==> config.mk <==
export PLATFORM = sky130hd
export DESIGN_NAME = pip_datapath
export DESIGN_NICKNAME = d
export VERILOG_FILES = /design/src/design/pip_pkg.sv /design/src/design/pip_ram.sv /design/src/design/pip_datapath.sv
export SDC_FILE = /design/constraint.sdc
export NUM_CORES = 2
export LEC_CHECK = 0
export ABC_AREA = 1
export CAP_MARGIN = 10
export CORE_AREA = 8 8 577 579
export DETAILED_ROUTE_END_ITERATION = 6
export DIE_AREA = 0 0 585 587
export DONT_BUFFER_PORTS = 1
export REMOVE_ABC_BUFFERS = 1
export SYNTH_ARGS = -nofsm -noshare
export SYNTH_HDL_FRONTEND = slang
export SYNTH_SLANG_ARGS = --single-unit
export TNS_END_PERCENT = 1
==> constraint.sdc <==
create_clock -name clk -period 5.15 [get_ports clk]
set_input_delay 1.03 -clock clk [delete_from_list [all_inputs] [get_ports clk]]
set_output_delay 1.03 -clock clk [all_outputs]
set_load 0.1 [all_outputs]
==> src/design/pip_pkg.sv <==
// shared constants, types and command structs for the point-in-polygon tester
package pip_pkg;

	// default sizes of the vertex store and the internal coordinate width
	localparam int MAX_VERTICES_DEF = 64;
	localparam int COORD_BITS_DEF   = 16;

	// fixed field widths on the ports
	localparam int CFG_W   = 7;
	localparam int SLOT_W  = 6;
	localparam int IN_CW   = 16;

	// opcodes carried in tuser
	localparam logic OP_LOAD = 1'b0;
	localparam logic OP_TEST = 1'b1;

	typedef enum logic [1:0] {
		ST_IDLE,
		ST_RUN,
		ST_DRAIN,
		ST_DONE
	} state_t;

	// commands from the controller to the datapath
	typedef struct packed {
		logic start;    // latch query point, clear parity
		logic wr_en;    // write one vertex into the store
		logic rd_en;    // issue one store read
		logic first;    // this read is the wrap-around vertex
		logic out_load; // move parity into the output register
	} cmd_t;

	// status from the datapath to the controller
	typedef struct packed {
		logic busy;     // edge pipeline still holds work
	} stat_t;

endpackage

==> src/design/pip_ram.sv <==
// generic simple dual-port ram with registered read
module pip_ram #(
	parameter int WIDTH = 32,
	parameter int DEPTH = 64,
	localparam int AW = $clog2(DEPTH)
) (
	input  logic             clk,
	input  logic             we,
	input  logic [AW-1:0]    waddr,
	input  logic [WIDTH-1:0] wdata,
	input  logic             re,
	input  logic [AW-1:0]    raddr,
	output logic [WIDTH-1:0] rdata
);

	logic [WIDTH-1:0] mem [DEPTH];

	// write port
	always_ff @(posedge clk) begin
		if (we) begin
			mem[waddr] <= wdata;
		end
	end

	// registered read port
	always_ff @(posedge clk) begin
		if (re) begin
			rdata <= mem[raddr];
		end
	end

endmodule

==> src/design/pip_datapath.sv <==
// vertex store, edge crossing pipeline and parity register
module pip_datapath #(
	parameter int MAX_VERTICES = pip_pkg::MAX_VERTICES_DEF,
	parameter int COORD_BITS   = pip_pkg::COORD_BITS_DEF,
	localparam int IDX_W = $clog2(MAX_VERTICES)
) (
	input  logic                              clk,
	input  logic                              arst_n,
	input  pip_pkg::cmd_t                     cmd,
	input  logic [pip_pkg::SLOT_W-1:0]        vertex_index,
	input  logic signed [pip_pkg::IN_CW-1:0]  coord_x,
	input  logic signed [pip_pkg::IN_CW-1:0]  coord_y,
	input  logic [IDX_W-1:0]                  rd_addr,
	output pip_pkg::stat_t                    status,
	output logic                              inside_res
);

	localparam int CB    = COORD_BITS;
	localparam int DW    = CB + 1;
	localparam int PW    = 2 * DW;
	localparam int SXW   = (pip_pkg::SLOT_W > IDX_W) ? pip_pkg::SLOT_W : IDX_W;

	logic signed [CB-1:0] cx, cy;
	logic [SXW-1:0]       slot_ext;
	logic [IDX_W-1:0]     wr_addr;
	logic [2*CB-1:0]      rdata;

	logic signed [CB-1:0] tx_q, ty_q;
	logic signed [CB-1:0] prev_x_q, prev_y_q;
	logic                 rdv_q, first_q;

	logic signed [CB-1:0] xi, yi;
	logic signed [DW-1:0] tx_e, ty_e, xi_e, yi_e, xj_e, yj_e;

	logic                 s1_v;
	logic signed [DW-1:0] dx_s1, ex_s1, dty_s1, dy_s1;
	logic                 cross_s1;

	logic signed [PW-1:0] lhs_c, rhs_c;
	logic                 s2_v;
	logic signed [PW-1:0] lhs_s2, rhs_s2;
	logic                 neg_s2, cross_s2;

	logic                 left;
	logic                 parity_q;
	logic                 inside_q;

	// input coordinates wrapped or sign-extended to the internal width
	assign cx = CB'(coord_x);
	assign cy = CB'(coord_y);

	// store slot from the input field
	assign slot_ext = SXW'(vertex_index);
	assign wr_addr  = slot_ext[IDX_W-1:0];

	// vertex store, y in the upper half
	pip_ram #(
		.WIDTH (2 * CB),
		.DEPTH (MAX_VERTICES)
	) u_store (
		.clk   (clk),
		.we    (cmd.wr_en),
		.waddr (wr_addr),
		.wdata ({cy, cx}),
		.re    (cmd.rd_en),
		.raddr (rd_addr),
		.rdata (rdata)
	);

	// query point
	always_ff @(posedge clk) begin
		if (cmd.start) begin
			tx_q <= cx;
			ty_q <= cy;
		end
	end

	// read data valid tracking
	always_ff @(posedge clk or negedge arst_n) begin
		if (!arst_n) begin
			rdv_q   <= 1'b0;
			first_q <= 1'b0;
		end else begin
			rdv_q   <= cmd.rd_en;
			first_q <= cmd.first;
		end
	end

	assign xi = rdata[CB-1:0];
	assign yi = rdata[2*CB-1:CB];

	// previous vertex closes the edge
	always_ff @(posedge clk) begin
		if (rdv_q) begin
			prev_x_q <= xi;
			prev_y_q <= yi;
		end
	end

	assign tx_e = {tx_q[CB-1], tx_q};
	assign ty_e = {ty_q[CB-1], ty_q};
	assign xi_e = {xi[CB-1], xi};
	assign yi_e = {yi[CB-1], yi};
	assign xj_e = {prev_x_q[CB-1], prev_x_q};
	assign yj_e = {prev_y_q[CB-1], prev_y_q};

	// stage 1: differences and straddle check
	always_ff @(posedge clk or negedge arst_n) begin
		if (!arst_n) begin
			s1_v <= 1'b0;
		end else begin
			s1_v <= rdv_q & ~first_q;
		end
	end

	always_ff @(posedge clk) begin
		dx_s1    <= tx_e - xi_e;
		ex_s1    <= xj_e - xi_e;
		dty_s1   <= ty_e - yi_e;
		dy_s1    <= yj_e - yi_e;
		cross_s1 <= (yi > ty_q) != (prev_y_q > ty_q);
	end

	// stage 2: cross products
	assign lhs_c = dx_s1 * dy_s1;
	assign rhs_c = ex_s1 * dty_s1;

	always_ff @(posedge clk or negedge arst_n) begin
		if (!arst_n) begin
			s2_v <= 1'b0;
		end else begin
			s2_v <= s1_v;
		end
	end

	always_ff @(posedge clk) begin
		lhs_s2   <= lhs_c;
		rhs_s2   <= rhs_c;
		neg_s2   <= dy_s1[DW-1];
		cross_s2 <= cross_s1;
	end

	// compare sense flips with the sign of dy
	assign left = neg_s2 ? (lhs_s2 > rhs_s2) : (lhs_s2 < rhs_s2);

	// crossing parity
	always_ff @(posedge clk or negedge arst_n) begin
		if (!arst_n) begin
			parity_q <= 1'b0;
		end else if (cmd.start) begin
			parity_q <= 1'b0;
		end else if (s2_v && cross_s2 && left) begin
			parity_q <= ~parity_q;
		end
	end

	// result register
	always_ff @(posedge clk) begin
		if (cmd.out_load) begin
			inside_q <= parity_q;
		end
	end

	assign inside_res  = inside_q;
	assign status.busy = rdv_q | s1_v | s2_v;

endmodule

* Word-level counts from Yosys, hierarchy flattened
Memory sizes are Yosys's and may differ from the RTL's. A register that Yosys moved wholly into a read port is not among the register bits. Index checks and enable logic that the tools add are counted. Widths: inputs -> output; s select.
Word-level totals: memory bits (read-only) 0, memories 1, latch bits 0, memory bits (writable) 2048, register bits after elaboration 209, logic and storage cells 44, output and inout port bits 2, input port bits 51
Operators by class: muxes and demuxes 5, equality and inequality tests 1, bitwise operators 5, $add $sub $neg 4, order comparisons 4, divide/modulo/power cells 0, shifts and indexed selects 0, multipliers 2, reduce and logical (&&, ||, !) cells 3
Memory list:
- u_store.mem | depth 64, width 32, rd ports 1, clocked after Yosys merged registers in 1, write ports 1, line pip_ram.sv:16 | logic [WIDTH-1:0] mem [DEPTH];
Operators with widths (count):
- $mul 17x17->34 | 2
- $sub 16x16->17 | 4
- $gt 34x34->1 | 1
- $lt 34x34->1 | 1
- $gt 16x16->1 | 2
- $mux 1 | 5
- $logic_and 1x1->1 | 2
- $not 1->1 | 2
- $or 1x1->1 | 2
- $reduce_bool 2->1 | 1
- $and 1x1->1 | 1
- $ne 1x1->1 | 1

* Depth between registers and ports, before layout
word-level depth 5, gate-level depth with buffers 28, mapped depth without buffers 26

* By module
Synthesis repeated with hierarchy kept, for this count alone.
Second synthesis, totals: cells, all modules 10517, area total of the unflattened synthesis 114870.2 µm²
By module, submodules not included:
- pip_ram | seq. area each 62459.9 µm², times used 1, area each 83058.4 µm², cells each 6769
- pip_datapath | seq. area each 4859.7 µm², times used 1, area each 31811.8 µm², cells each 3748

* Worst setup path after synthesis
Ideal clock, no wire load.
path kind register to register, start reg dx_s1[16], end reg lhs_s2[28], path slack -560 ps, clock period less this slack 5710 ps, arrival time 5591 ps, buffers on the path 2, required time 5031 ps, stages on the path, launching flop included 20, setup time 119 ps, cells stage by stage dfxtp_1 clkbuf_1 clkbuf_1 nand2_1 inv_1 fa_1 fa_1 fa_1 fa_1 fa_1 inv_1 fa_1 inv_1 ha_1 nand2_1 nor3_1 nand2_1 o211ai_1 a31oi_1 xnor2_1
On the way: cells in the longest elaborated chain, start to end 1
RTL lines:
- start, declared | line pip_datapath.sv:36 | logic signed [DW-1:0] dx_s1, ex_s1, dty_s1, dy_s1;
- start signal, assigned | line pip_datapath.sv:117 | dx_s1 <= tx_e - xi_e;
- $mul 17x17->34 | line pip_datapath.sv:125 | assign lhs_c = dx_s1 * dy_s1;
- net lhs_c[28] | line pip_datapath.sv:39 | logic signed [PW-1:0] lhs_c, rhs_c;
- end signal, assigned | line pip_datapath.sv:137 | lhs_s2 <= lhs_c;
- end, declared | line pip_datapath.sv:41 | logic signed [PW-1:0] lhs_s2, rhs_s2;
The timed path passes the listed nets, and every way through them passes these cells. A chain may end at the register's enable or synchronous reset.

* Worst setup path in the final report
start reg ex_s1[13], end reg rhs_s2[32]
On the way: cells in the longest elaborated chain, start to end 1
RTL lines:
- start, declared | line pip_datapath.sv:36
- start signal, assigned | line pip_datapath.sv:118 | ex_s1 <= xj_e - xi_e;
- $mul 17x17->34 | line pip_datapath.sv:126 | assign rhs_c = ex_s1 * dty_s1;
- net rhs_c[32] | line pip_datapath.sv:39
- end signal, assigned | line pip_datapath.sv:138 | rhs_s2 <= rhs_c;
- end, declared | line pip_datapath.sv:41
The timed path passes the listed nets, and every way through them passes these cells.

==> out/results.ini <==
[run_status]
status=complete, but fails checks
violations=slew limit, setup timing

[setup_path]
critPathSlowestCell=fa_1
required_ps=5840
crit_arrival_ps=6150
critical_path_class=reg2reg
crit_top_cell=fa_1
rr_startpoint=ex_s1[13]
cp_top_family=adder cells
crit_buf_inv=6
crit_path_end_kind=flip-flop
ff2ff_path_depth=18
critical_path_peak_fanout=15
cp_cell_sequence=buf_4, buf_12, or2_4, fa_1, inv_2, fa_1, inv_1, fa_1, inv_2, fa_1, fa_1, fa_2, ha_4, a21o_1, a221oi_2, buf_4, o2111ai_2, xor2_1
r2r-end=rhs_s2[32]
reg2reg_slack_ps=-310
critPathMaxStageDelay_ps=590
critPathLaunchType=flip-flop

[timing]
finalHoldViolCount=0
rsz0062_at_grt=yes
post-route-worst-setup-slack_ps=-309.2
worstMarginPinSlew_ps=1654
fin_crit_sh=1.060
slew_headroom=-0.1029
period_needed_ps=5459
finalSetupViolCount=31
skew_ps=136.4
fmax_ghz=0.1832
slew_viol_final=128

[layout]
drive_gt1_frac=0.1179
instances_no_fill=14510
final_area_um2=129800
area_delta_synth_final_pct=15.07
fillers=30380
nNetsFinal=10930

[routing]
wl_per_cell_um=22.89
drt_iter0_drc=8401
ant_nets=0
first_pass_iters=6
vias_per_cell=5.280
drcViolationCount=0
finalWirelength_um=332200
vias=76640

[min_path]
worstHoldPathType=in2reg
hp-start=coord_y[3]
min_path_cells=0
min_to=u_store.mem[6][19]

[synth]
avgSynthCellArea_um2=11.57
yosysSeqAreaShare=0.5966
synth_commonest_cells=edfxtp_1 (2145), nor2_1 (1402), o21ai_0 (1191)
synth_edf_count=2145
synth.most_common_cell=edfxtp_1
synth_area_um2=112800
ys_ff_latch=2289
synth.top_cells.by_area=edfxtp_1 (57%), fa_1 (11%), o21ai_0 (5.3%)
yosys.area.top_type=edfxtp_1
synthFlopType=edfxtp_1
synth-async-reset-ratio=0.002184
synth_cells=9755
synth_top_cell_area_share=0.5709
yosysUniqueCellTypes=56
ys_warn_count=0

[placement]
io_buffer_count=0
dp.cells=14060
gp_congestion=0.8621
dpl.hpwl_um=197500
dpl_cell_area_um2=120900

[grt]
grt.overflow.total=0
antenna_found_initial=17
grt_pass1_vias=75670
grt_util_all_layers=0.1853
grt_pass1_wl_um=487500
grt_max_degree=1026

[clock_network]
cts_sinks=2289
cts_tree=done
clk_latency_ps=940
cts_made_buffers=229
clockBufferDepth=4
htreeDepth=4
clkTransAtPathRegs_ps=70
cts_root_buffer=clkbuf_16

[floorplanning]
die_h_um=587
core_area_um2=323200
rows=209
die_width_um=585
io_pins=53
initial_core_util=0.3491
die_area_um2=343400

[run]
maxCapViolCount=0

[area by class of cell]
| class | count | area, um^2 | area share |
|---|---|---|---|
| multi-input combinational | 5785 | 40030 | 0.3083 |
| timing repair buffer | 589 | 5260 | 0.04051 |
| clock buffer | 265 | 5939 | 0.04575 |
| sequential | 2289 | 67390 | 0.5191 |
| inverter | 1100 | 4184 | 0.03223 |
| antenna | 12 | 30.03 | 0.0002313 |
| tap | 4325 | 5411 | 0.04168 |
| clock inverter | 149 | 1593 | 0.01227 |
[repair_timing]
action                     4_1_cts  5_1_grt
setup endpoints to repair       38       78
buffers inserted                14        6
hold buffers                     1        0
gates cloned                     0        1
pin swaps                       41       48
resized for setup              155      115
hold endpoints to repair         5        0
[routing by layer]
layer	vias to the layer above	routed length, um	global-route usage
met5	-	0	0
met4	0	12160	0.06251
met3	571	29030	0.02911
met2	3440	155100	0.3024
met1	38630	136000	0.2524
li1	34000	-	-
[state kept, by name, summed over array words and instances, names as in the netlist, 17 cells and up]
signal,flops
u_store.rdata,32
dty_s1,17
dx_s1,17
dy_s1,17
u_store.mem,2048
lhs_s2,34
rhs_s2,34
ex_s1,17
[logic make-up (layout without fill, tap and decap cells)]
group / Yosys count / count (layout) / share of synthesized area
AND/OR/NAND/NOR: 2548 / 2548 / 0.08746
flip-flops: 2289 / 2289 / 0.5966
AO/OA/AOI/OAI: 2227 / 2227 / 0.1080
buffers and inverters: 1681 / 2103 / 0.06057
adder cells (fa/ha/maj): 881 / 881 / 0.1373
XOR/XNOR: 129 / 129 / 0.01001
other: 0 / 12 / 0
[worst max-delay path by stage]
stage,startpoint,to,slack [ps],cells after the start
2_1_floorplan,dy_s1[2],lhs_s2[28],-350,17
3_3_place_gp,dy_s1[5],lhs_s2[27],-500,24
3_5_place_dp,dy_s1[11],lhs_s2[27],-470,19
4_1_cts,ex_s1[4],rhs_s2[23],-260,23
5_1_grt,ex_s1[7],rhs_s2[29],-480,24
6_report,ex_s1[13],rhs_s2[32],-310,18
[through the flow]
| stage | hold WS, ps | TNS, ps | utilization | setup slack, ps |
|---|---|---|---|---|
| after floorplan | 309.6 | -9465 | - | -348.6 |
| after CTS | 149.8 | -4861 | 0.3996 | -260.6 |
| after detailed placement | 327.4 | -11660 | 0.3740 | -473.4 |
| after global placement | 317.1 | -10830 | 0.3740 | -497.1 |
| final | 217.3 | -4115 | 0.4017 | -309.2 |
| after global routing | 168.2 | -11950 | 0.4016 | -477.5 |
[cells in the final DEF (no fill, tap or decap), drive strengths merged, types with 43 or more instances in the layout]
master     n
dfxtp    139
inv     1103
nor2    1402
nand2    971
a21oi    181
fa       596
clkbuf   266
buf      587
xor2      86
clkinv   101
o21ai   1326
o22ai    627
xnor2     43
edfxtp  2145
ha       285
nand3     84
Power is left out: the tool's default activity adds up to more than one toggle a clock period on the data nets, which glitch-free logic cannot reach.
